`config.mk`:
```
export PLATFORM = sky130hd
export DESIGN_NAME = meter_frame_decoder_top
export DESIGN_NICKNAME = d
export VERILOG_FILES = /design/src/mfd_pkg.sv /design/src/mfd_decode.sv /design/src/mfd_skid.sv /design/src/meter_frame_decoder_top.sv
export SDC_FILE = /design/constraint.sdc
export NUM_CORES = 1
export LEC_CHECK = 0
export CAP_MARGIN = 25
export CELL_PAD_IN_SITES_DETAIL_PLACEMENT = 0
export CELL_PAD_IN_SITES_GLOBAL_PLACEMENT = 1
export CORE_MARGIN = 1.5
export CORE_UTILIZATION = 45
export DETAILED_ROUTE_END_ITERATION = 6
export DONT_BUFFER_PORTS = 1
export GPL_ROUTABILITY_DRIVEN = 0
export PLACE_DENSITY_LB_ADDON = 0.1
export SLEW_MARGIN = 20
export SYNTH_ARGS = -nofsm -noshare
export SYNTH_HDL_FRONTEND = slang
export SYNTH_HIERARCHICAL = 1
export SYNTH_SLANG_ARGS = --single-unit
```
`constraint.sdc`:
```
create_clock -name clk -period 6.4 [get_ports clk]
set_input_delay 1.28 -clock clk [delete_from_list [all_inputs] [get_ports clk]]
set_output_delay 1.28 -clock clk [all_outputs]
set_load 0.005 [all_outputs]
```
`src/mfd_pkg.sv`:
```
`default_nettype none
package mfd_pkg;

  // Frame positions
  localparam logic [3:0] POS_IDLE = 4'd15;
  localparam logic [3:0] POS_LAST = 4'd13;
  localparam logic [3:0] POS_SIGN = 4'd0;
  localparam logic [3:0] POS_DIG1 = 4'd1;
  localparam logic [3:0] POS_DIG2 = 4'd2;
  localparam logic [3:0] POS_DIG3 = 4'd3;
  localparam logic [3:0] POS_DIG4 = 4'd4;
  localparam logic [3:0] POS_POINT = 4'd6;
  localparam logic [3:0] POS_MODE = 4'd7;
  localparam logic [3:0] POS_EXTRA = 4'd8;
  localparam logic [3:0] POS_RANGE = 4'd9;
  localparam logic [3:0] POS_UNIT = 4'd10;
  localparam logic [3:0] POS_CR = 4'd12;
  localparam logic [3:0] POS_LF = 4'd13;

  // Byte codes
  localparam logic [7:0] CHR_PLUS = 8'h2B;
  localparam logic [7:0] CHR_MINUS = 8'h2D;
  localparam logic [7:0] CHR_ZERO = 8'h30;
  localparam logic [7:0] CHR_NINE = 8'h39;
  localparam logic [7:0] CHR_CR = 8'h0D;
  localparam logic [7:0] CHR_LF = 8'h0A;
  localparam logic [7:0] PT_THREE = 8'h31;
  localparam logic [7:0] PT_TWO = 8'h32;
  localparam logic [7:0] PT_ONE = 8'h34;
  localparam logic [7:0] MODE_DC = 8'h10;
  localparam logic [7:0] MODE_BAD = 8'h0E;
  localparam logic [7:0] EXTRA_MINMAX = 8'h30;
  localparam logic [7:0] RNG_NONE = 8'h00;
  localparam logic [7:0] RNG_40 = 8'h40;
  localparam logic [7:0] RNG_80 = 8'h80;

  // Unit codes
  localparam logic [2:0] UNIT_UA = 3'd0;
  localparam logic [2:0] UNIT_MA = 3'd1;
  localparam logic [2:0] UNIT_A = 3'd2;
  localparam logic [2:0] UNIT_MV = 3'd3;
  localparam logic [2:0] UNIT_V = 3'd4;

  typedef enum logic [2:0] {
    ST_OK       = 3'd0,
    ST_BAD_SIGN = 3'd1,
    ST_BAD_DIG  = 3'd2,
    ST_BAD_TERM = 3'd3,
    ST_BAD_MODE = 3'd4,
    ST_BAD_UNIT = 3'd5
  } status_t;

  typedef struct packed {
    logic        publish;
    logic [2:0]  unit;
    logic [1:0]  decimals;
    logic [14:0] reading;
    status_t     status;
  } result_t;

endpackage
`default_nettype wire

```
`src/mfd_decode.sv`:
```
`default_nettype none
module mfd_decode (
  input  wire logic            clk,
  input  wire logic            rst,
  input  wire logic            item_valid,
  input  wire logic [7:0]      data_byte,
  input  wire logic            frame_start,
  input  wire logic [2:0]      desired_unit,
  output mfd_pkg::result_t     result,
  output logic                 result_valid
);

  logic [3:0]       pos;
  logic [3:0]       pos_next;
  logic             neg;
  logic             neg_next;
  logic [13:0]      total;
  logic [13:0]      total_next;
  logic [1:0]       places;
  logic [1:0]       places_next;
  logic [7:0]       mode;
  logic [7:0]       mode_next;
  logic [7:0]       range_byte;
  logic [7:0]       range_byte_next;
  mfd_pkg::status_t fault;
  mfd_pkg::status_t fault_next;

  // Frame position (control state)
  always_ff @(posedge clk) begin
    if (rst) begin
      pos <= mfd_pkg::POS_IDLE;
    end else if (item_valid) begin
      pos <= pos_next;
    end
  end

  // Frame fields
  always_ff @(posedge clk) begin
    if (item_valid) begin
      neg        <= neg_next;
      total      <= total_next;
      places     <= places_next;
      mode       <= mode_next;
      range_byte <= range_byte_next;
      fault      <= fault_next;
    end
  end

  // Byte decode; a start flag restarts from a cleared frame
  always_comb begin
    logic [3:0]       p;
    logic [13:0]      digit;
    logic             is_digit;
    mfd_pkg::status_t code;
    logic             hit;
    logic [2:0]       u;
    logic [14:0]      mag;

    p               = frame_start ? mfd_pkg::POS_SIGN : pos;
    neg_next        = frame_start ? 1'b0 : neg;
    total_next      = frame_start ? 14'd0 : total;
    places_next     = frame_start ? 2'd0 : places;
    mode_next       = frame_start ? 8'd0 : mode;
    range_byte_next = frame_start ? 8'd0 : range_byte;
    fault_next      = frame_start ? mfd_pkg::ST_OK : fault;
    code            = mfd_pkg::ST_OK;
    hit             = 1'b0;
    u               = 3'd0;
    is_digit        = (data_byte >= mfd_pkg::CHR_ZERO) && (data_byte <= mfd_pkg::CHR_NINE);
    digit           = is_digit ? {10'd0, data_byte[3:0]} : 14'd0;
    mag             = 15'd0;

    case (p)
      mfd_pkg::POS_SIGN: begin
        if (data_byte == mfd_pkg::CHR_PLUS) begin
          neg_next = 1'b0;
        end else if (data_byte == mfd_pkg::CHR_MINUS) begin
          neg_next = 1'b1;
        end else begin
          code = mfd_pkg::ST_BAD_SIGN;
        end
      end
      mfd_pkg::POS_DIG1, mfd_pkg::POS_DIG2, mfd_pkg::POS_DIG3, mfd_pkg::POS_DIG4: begin
        // times ten as shift and add, kept to 14 bits
        total_next = (total_next << 3) + (total_next << 1) + digit;
        if (!is_digit) begin
          code = mfd_pkg::ST_BAD_DIG;
        end
      end
      mfd_pkg::POS_POINT: begin
        if (data_byte == mfd_pkg::PT_THREE) begin
          places_next = 2'd3;
        end else if (data_byte == mfd_pkg::PT_TWO) begin
          places_next = 2'd2;
        end else if (data_byte == mfd_pkg::PT_ONE) begin
          places_next = 2'd1;
        end else begin
          places_next = 2'd0;
        end
      end
      mfd_pkg::POS_MODE: begin
        mode_next = data_byte;
      end
      mfd_pkg::POS_EXTRA: begin
        if ((mode_next & mfd_pkg::MODE_DC) == 8'd0 || (mode_next & mfd_pkg::MODE_BAD) != 8'd0
            || (data_byte & mfd_pkg::EXTRA_MINMAX) != 8'd0) begin
          code = mfd_pkg::ST_BAD_MODE;
        end
      end
      mfd_pkg::POS_RANGE: begin
        range_byte_next = data_byte;
      end
      mfd_pkg::POS_UNIT: begin
        if (data_byte == mfd_pkg::RNG_40) begin
          if (range_byte_next == mfd_pkg::RNG_80) begin
            u = mfd_pkg::UNIT_UA; hit = 1'b1;
          end else if (range_byte_next == mfd_pkg::RNG_40) begin
            u = mfd_pkg::UNIT_MA; hit = 1'b1;
          end else if (range_byte_next == mfd_pkg::RNG_NONE) begin
            u = mfd_pkg::UNIT_A; hit = 1'b1;
          end
        end else if (data_byte == mfd_pkg::RNG_80) begin
          if (range_byte_next == mfd_pkg::RNG_40) begin
            u = mfd_pkg::UNIT_MV; hit = 1'b1;
          end else if (range_byte_next == mfd_pkg::RNG_NONE) begin
            u = mfd_pkg::UNIT_V; hit = 1'b1;
          end
        end
        range_byte_next = {5'd0, u};
        if (!hit) begin
          code = mfd_pkg::ST_BAD_UNIT;
        end
      end
      mfd_pkg::POS_CR: begin
        if (data_byte != mfd_pkg::CHR_CR) begin
          code = mfd_pkg::ST_BAD_TERM;
        end
      end
      mfd_pkg::POS_LF: begin
        if (data_byte != mfd_pkg::CHR_LF) begin
          code = mfd_pkg::ST_BAD_TERM;
        end
      end
      default: begin
      end
    endcase

    // lowest fault code wins
    if (code != mfd_pkg::ST_OK && (fault_next == mfd_pkg::ST_OK || code < fault_next)) begin
      fault_next = code;
    end

    // position advance; idle positions ignore the byte
    if (p > mfd_pkg::POS_LAST) begin
      pos_next = p;
    end else if (p == mfd_pkg::POS_LAST) begin
      pos_next = mfd_pkg::POS_IDLE;
    end else begin
      pos_next = p + 4'd1;
    end

    // result assembly on the last byte
    result_valid = item_valid && (p == mfd_pkg::POS_LAST);
    mag          = {1'b0, total_next};
    result       = '0;
    result.status = fault_next;
    if (fault_next == mfd_pkg::ST_OK) begin
      result.reading  = neg_next ? (15'd0 - mag) : mag;
      result.decimals = places_next;
      result.unit     = range_byte_next[2:0];
      result.publish  = (range_byte_next[2:0] == desired_unit);
    end
  end

  // The last byte always leaves the decoder idle
  assert property (@(posedge clk) disable iff (rst)
    result_valid |=> (pos == mfd_pkg::POS_IDLE))
    else $error("decoder not idle after frame result");

  // A frame never parks at position fourteen
  assert property (@(posedge clk) disable iff (rst) pos != 4'd14)
    else $error("decoder position fourteen reached");

endmodule
`default_nettype wire

```
`src/mfd_skid.sv`:
```
`default_nettype none
module mfd_skid (
  input  wire logic              clk,
  input  wire logic              rst,
  input  wire logic              in_valid,
  input  wire mfd_pkg::result_t  in_data,
  output logic                   in_ready,
  output logic                   out_valid,
  output mfd_pkg::result_t       out_data,
  input  wire logic              out_ready
);

  logic             skid_valid;
  mfd_pkg::result_t skid_data;

  assign in_ready = !skid_valid;

  // Output register with one spare slot behind it
  always_ff @(posedge clk) begin
    if (rst) begin
      out_valid  <= 1'b0;
      skid_valid <= 1'b0;
    end else if (!out_valid || out_ready) begin
      if (skid_valid) begin
        out_valid  <= 1'b1;
        skid_valid <= 1'b0;
      end else begin
        out_valid <= in_valid;
      end
    end else if (in_valid) begin
      skid_valid <= 1'b1;
    end
  end

  always_ff @(posedge clk) begin
    if (!out_valid || out_ready) begin
      out_data <= skid_valid ? skid_data : in_data;
    end else if (in_valid) begin
      skid_data <= in_data;
    end
  end

  // Spare slot only fills behind a stalled output
  assert property (@(posedge clk) disable iff (rst) skid_valid |-> out_valid)
    else $error("spare slot holds an item ahead of the output");

  // No item arrives while the spare slot is full
  assert property (@(posedge clk) disable iff (rst) !(in_valid && skid_valid))
    else $error("item pushed into a full buffer");

endmodule
`default_nettype wire

```
`src/meter_frame_decoder_top.sv`:
```
// Meter reading frame decoder, one byte item per cycle while s_tready is high.
// Throughput: one input item every cycle while s_tready is high; a result leaves after the 14th byte.
// A result is registered onto m_tvalid once its last byte is accepted, or held in the spare slot while m_tready is low.
// A two-slot output buffer keeps input flowing while a result waits.
// Reset (rst, synchronous): decoder idle until a start flag, desired_unit 0,
// output empty.
`default_nettype none
module meter_frame_decoder_top (
  input  wire logic        clk,
  input  wire logic        rst,
  input  wire logic        s_tvalid,
  output logic             s_tready,
  input  wire logic [7:0]  s_tdata,   // [7:0] data_byte
  input  wire logic [0:0]  s_tuser,   // [0] frame_start
  output logic             m_tvalid,
  input  wire logic        m_tready,
  output logic [23:0]      m_tdata,   // [2:0] status, [17:3] reading, [19:18] decimals,
                                      // [22:20] unit, [23] zero
  output logic [0:0]       m_tuser,   // [0] publish
  input  wire logic        cfg_valid,
  output logic             cfg_ready,
  input  wire logic [2:0]  cfg_data   // desired_unit
);

  logic             desired_unit;
  logic [2:0]       desired_reg;
  logic             accept;
  logic             res_valid;
  mfd_pkg::result_t res;
  mfd_pkg::result_t out_res;

  assign cfg_ready    = 1'b1;
  assign desired_unit = cfg_valid && cfg_ready;
  assign accept       = s_tvalid && s_tready;

  // Configuration register
  always_ff @(posedge clk) begin
    if (rst) begin
      desired_reg <= mfd_pkg::UNIT_UA;
    end else if (desired_unit) begin
      desired_reg <= cfg_data;
    end
  end

  mfd_decode u_decode (
    .clk          (clk),
    .rst          (rst),
    .item_valid   (accept),
    .data_byte    (s_tdata),
    .frame_start  (s_tuser[0]),
    .desired_unit (desired_reg),
    .result       (res),
    .result_valid (res_valid)
  );

  mfd_skid u_skid (
    .clk       (clk),
    .rst       (rst),
    .in_valid  (res_valid),
    .in_data   (res),
    .in_ready  (s_tready),
    .out_valid (m_tvalid),
    .out_data  (out_res),
    .out_ready (m_tready)
  );

  // Output packing
  assign m_tdata = {1'b0, out_res.unit, out_res.decimals, out_res.reading, out_res.status};
  assign m_tuser = out_res.publish;

endmodule
`default_nettype wire
```
# ---- Word-level counts from Yosys, hierarchy flattened
# Cells that the tools add are included.
dict set report word_totals {
  elab_cells 119
  out_inout_bits 28
  regBits 89
}
dict set report classes {
  n_eq_ne 23
  magnitude_cmp 4
  reduce_logical 21
  n_addsub 4
  n_bitwise 1
  mux 46
}
# cell n
set ops {}
lappend ops {{8-bit by 6-bit == test with 1-bit output (second input constant)} 5}
lappend ops {{3-bit two-way mux} 11}
lappend ops {{14-bit adder} 2}
lappend ops {{14-bit two-way mux} 2}
lappend ops {{24-bit two-way mux} 1}
lappend ops {{21-bit two-way mux} 1}
lappend ops {{4-bit == test (second input constant)} 5}
lappend ops {{3-bit case mux with 6 select lines} 1}
lappend ops {{8-bit by 7-bit == test with 1-bit output (second input constant)} 2}
lappend ops {{8-bit == test (second input constant)} 2}
lappend ops {{8-bit logical NOT} 2}
lappend ops {{2-bit two-way mux} 8}
lappend ops {{4-bit two-way mux} 4}
lappend ops {{8-bit by 4-bit inequality test with 1-bit output (second input constant)} 2}
lappend ops {{8-bit case mux with 2 select lines} 1}
lappend ops {{8-bit nonzero test} 2}
lappend ops {{15-bit two-way mux} 1}
lappend ops {{1-bit by 14-bit subtractor with 15-bit output (first input constant)} 1}
lappend ops {{1-bit two-way mux} 13}
lappend ops {{4-bit by 3-bit == test with 1-bit output (second input constant)} 3}
lappend ops {{5-bit two-way mux} 2}
lappend ops {{4-bit by 2-bit == test with 1-bit output (second input constant)} 2}
lappend ops {{8-bit by 6-bit >= comparator with 1-bit output (second input constant)} 1}
lappend ops {{8-bit by 6-bit <= comparator with 1-bit output (second input constant)} 1}
lappend ops {{other kinds (16)} 24}

# ---- Longest topological paths before layout
dict set report logic_depth {
  word_depth 16
  mapped_depth 19
  ltp_nobuf 17
}

# ---- Cells and area by module
# Netlist, hierarchy kept.
# module seq_area_each_um2 area_each_um2 instances cells_each
set by_module_without_submodules {}
lappend by_module_without_submodules {mfd_decode 1041.0 3454.6 1 403}
lappend by_module_without_submodules {mfd_skid 1481.4 1901.8 1 84}
lappend by_module_without_submodules {meter_frame_decoder_top 60.1 130.1 1 14}

# ---- Least setup slack after synthesis
# OpenSTA, ideal clock, no wires.
dict set report synth_timing {
  path_type {in2reg}
  startpoint {in s_tdata[2]}
  endpoint {reg u_skid/out_data[17] in the netlist's numbering (data pin)}
  arrival_time_ns 4.832
  stages 16
  path_slack_ns 1.308
  t_required_ns 6.140
  setup_time_ns 0.260
  path_cell_list {buf_2 -> o21a_1 -> nor2_1 -> nand2_1 -> fa_1 -> inv_1 -> ha_1 -> a211oi_1 -> o21ai_0 -> a41oi_1 -> mux2i_1 -> a21oi_1 -> a311oi_1 -> inv_1 -> o31a_1 -> mux2_4}
}
# item line
set synth_rtl {}
lappend synth_rtl {{start, declared} meter_frame_decoder_top.sv:13} ;# input wire logic [7:0] s_tdata,
lappend synth_rtl {{end signal, assigned} mfd_skid.sv:37} ;# out_data <= skid_valid ? skid_data : in_data;
lappend synth_rtl {{end, declared} mfd_skid.sv:9} ;# output mfd_pkg::result_t out_data,

==> metrics.cfg <==
[outcome]
status=finished, final reports clean

[synthesis]
synth_top_area_share_pct=43.8
yosys_warnings=6
synth_top_family_by_area=simple AND/OR/NAND/NOR gates
ys_seq_area_share_pct=47.1
synth_nets=549
synth_top_flop_cell=edfxtp_1
synthTopCellsByArea=edfxtp_1 (44%), ha_1 (6.6%), mux2_4 (4.9%)
yosys.area.top_type=edfxtp_1
synthXorXnorAreaFrac_pct=3.99
syn_area_per_cell_um2=11.0
synth_compound_area_share_pct=12.8
synthCells=501
synthesis.area_um2=5490
synthAdderAreaFrac_pct=7.34
synth.distinct_cells=67
synthArstFlopShare_pct=0
synth-edff-count=80
synth_seq_cells=89
muxShareOfSynthArea_pct=8.28
yosys.area_share.simple_pct=16.0

[hold_path]
min_path_type=reg2reg
holdPathStages=2

[clocking]
cts_buffer_depth=2
cts_tree=yes
cts.sinks=89
h-tree-depth=3
cts_hold_buf=0
cts_setup_buffers=0
cts_buffers=9
clock-root-buffer=clkbuf_16
clock_latency_ns=0.34
clk_pin_slew_ns=0.06
cts_resized=0

[placement]
dp.cells=633
numPortBuffers=0
dp_hpwl_um=8270

[drt]
drt_iter0_drc=332
route.vias.total=3708
wl_per_cell_um=17.9
totalWireLength_um=11600
avgViaCountPerCell=5.71
dr.pass1.iters=5
drtAntennaViolNets=0
drc=0

[sta]
slew_violations=0
grt_setup_unrepaired=no
slew_headroom_pct=38.6
period_needed_ns=5.35
worst_pin_slew_ns=0.913
tns_ns=0
setup_viol=0
skew_ns=0.00522
finalCritPeriodShare_pct=83.6
max_freq_ghz=0.187
hold_viol_final=0

[pwr]
p_leak_nw=2.34
pwr_density_cell_nw_per_um2=260
ir_drop_mv=0.114

[final_layout]
fin_cells=649
area_growth_pct=7.12
nNetsFinal=545
layout_commonest_cell=edfxtp_1
drive_above_1_share_pct=12.9
diodes=0
final_cell_mix=edfxtp_1 (80), nor2_1 (44), nand2_1 (43)
top_regs=u_skid/out_data: 24 flops, u_skid/skid_data: 24 flops, u_decode/total: 14 flops

[floorplanning]
pin_count=45
die_y_um=113
start_util_pct=45.9
die_w_um=113
die_area_um2=12900
row_count=40
core-area_um2=12000

[setup_path]
end_kind=flop
cp.required_ns=6.49
r2r_cells=14
critPathKind=in2reg
start_kind=input port
cp_max_fo=31
cp.arrival_ns=5.44

[global_routing]
antenna_found_initial=0
grtUsageTotal_pct=19.2
grt_start_max_net_pins=40
overflow=0
grt_pass1_vias=3587
grt_pass1_wl_um=19100

[flow_run]
maxCapViolations=0

==> stage by stage <==
step	utilization [%]	hold slack [ns]	setup WS, ns	cell area [um^2]	total power, W
3_5_place_dp	46.6	0.510	0.726	5570	0.000994
2_1_floorplan	-	0.472	1.31	5490	0.000938
3_3_place_gp	46.5	0.496	0.832	5570	0.000992
6_report	49.1	0.520	1.05	5880	0.00153
4_1_cts	49.1	0.525	1.06	5880	0.00154
5_1_grt	49.1	0.548	0.703	5880	0.00160
==> power by group <==
group	leakage [nW]	internal, W	switching [W]
Combinational	1.26	0.000113	0.000164
Sequential	0.931	0.000685	0.0000223
Clock	0.146	0.000316	0.000227
Total	2.34	0.00111	0.000414
==> worst paths after layout <==
kind                                     from                             to  slack [ns]
hold / removal    desired_reg[2]$_SDFFE_PP0P_    desired_reg[2]$_SDFFE_PP0P_        0.52
hold reg to reg   desired_reg[2]$_SDFFE_PP0P_    desired_reg[2]$_SDFFE_PP0P_        0.52
setup reg to reg  u_decode/total[2]$_DFFE_PP_  u_skid/out_data[16]$_DFFE_PP_        2.19
setup / recovery                      s_tuser  u_skid/out_data[16]$_DFFE_PP_        1.05
==> critical path: stages <==
cell and delay, ns:
inv_1 0.41, nand2_1 0.25, fa_1 0.64, inv_1 0.05
ha_1 0.28, a211oi_1 0.38, nor2_1 0.11, xor2_1 0.17
o31a_1 0.29, a2111oi_0 0.57, nand2b_1 0.21, o41ai_2 0.27
xnor2_1 0.16, nor2_1 0.08, mux2_4 0.28
==> logic make-up after synthesis <==
| logic type | Yosys count |
|---|---|
| simple gates | 170 |
| compound gates | 104 |
| flops | 89 |
| buf+inv | 45 |
| mux | 35 |
| fa+ha+maj | 31 |
| xor+xnor | 25 |
| other cells | 2 |
==> synth_stat cells, types with 4 or more instances <==
cell type / number
edfxtp_1: 80
nor2_1: 45
nand2_1: 43
ha_1: 29
a21oi_1: 26
inv_1: 25
o21ai_0: 24
mux2_4: 18
nor2b_1: 16
nand3_1: 14
xnor2_1: 14
mux2_2: 11
xor2_1: 11
dfxtp_1: 9
clkbuf_1: 8
nor3_1: 8
a22o_1: 7
nor4_1: 7
mux2i_1: 6
nand2b_1: 6
a21o_1: 5
and2_1: 5
o31a_1: 5
o31ai_1: 5
nor3b_1: 4
o21ai_1: 4
o22ai_1: 4
or3_1: 4
==> routing by layer <==
| layer | up-vias | part of all wire (%) | track usage (%) |
|---|---|---|---|
| met3 | 8 | 5.3 | 3.83 |
| li1 | 1845 | - | - |
| met4 | 0 | 1.0 | 6.75 |
| met2 | 129 | 41 | 26.9 |
| met1 | 1726 | 53 | 29.4 |
| met5 | - | 0 | 0 |
==> area by class of cell <==
class	instances	area (um^2)
fillers	1053	6080
multi-input cells	367	2670
flip-flops and latches	89	2580
clock buffers	11	243
well taps	147	184
inverters	25	93.8
clock inverters	5	63.8
repair buffers	5	37.5
Power figures use the tool's default switching activity.
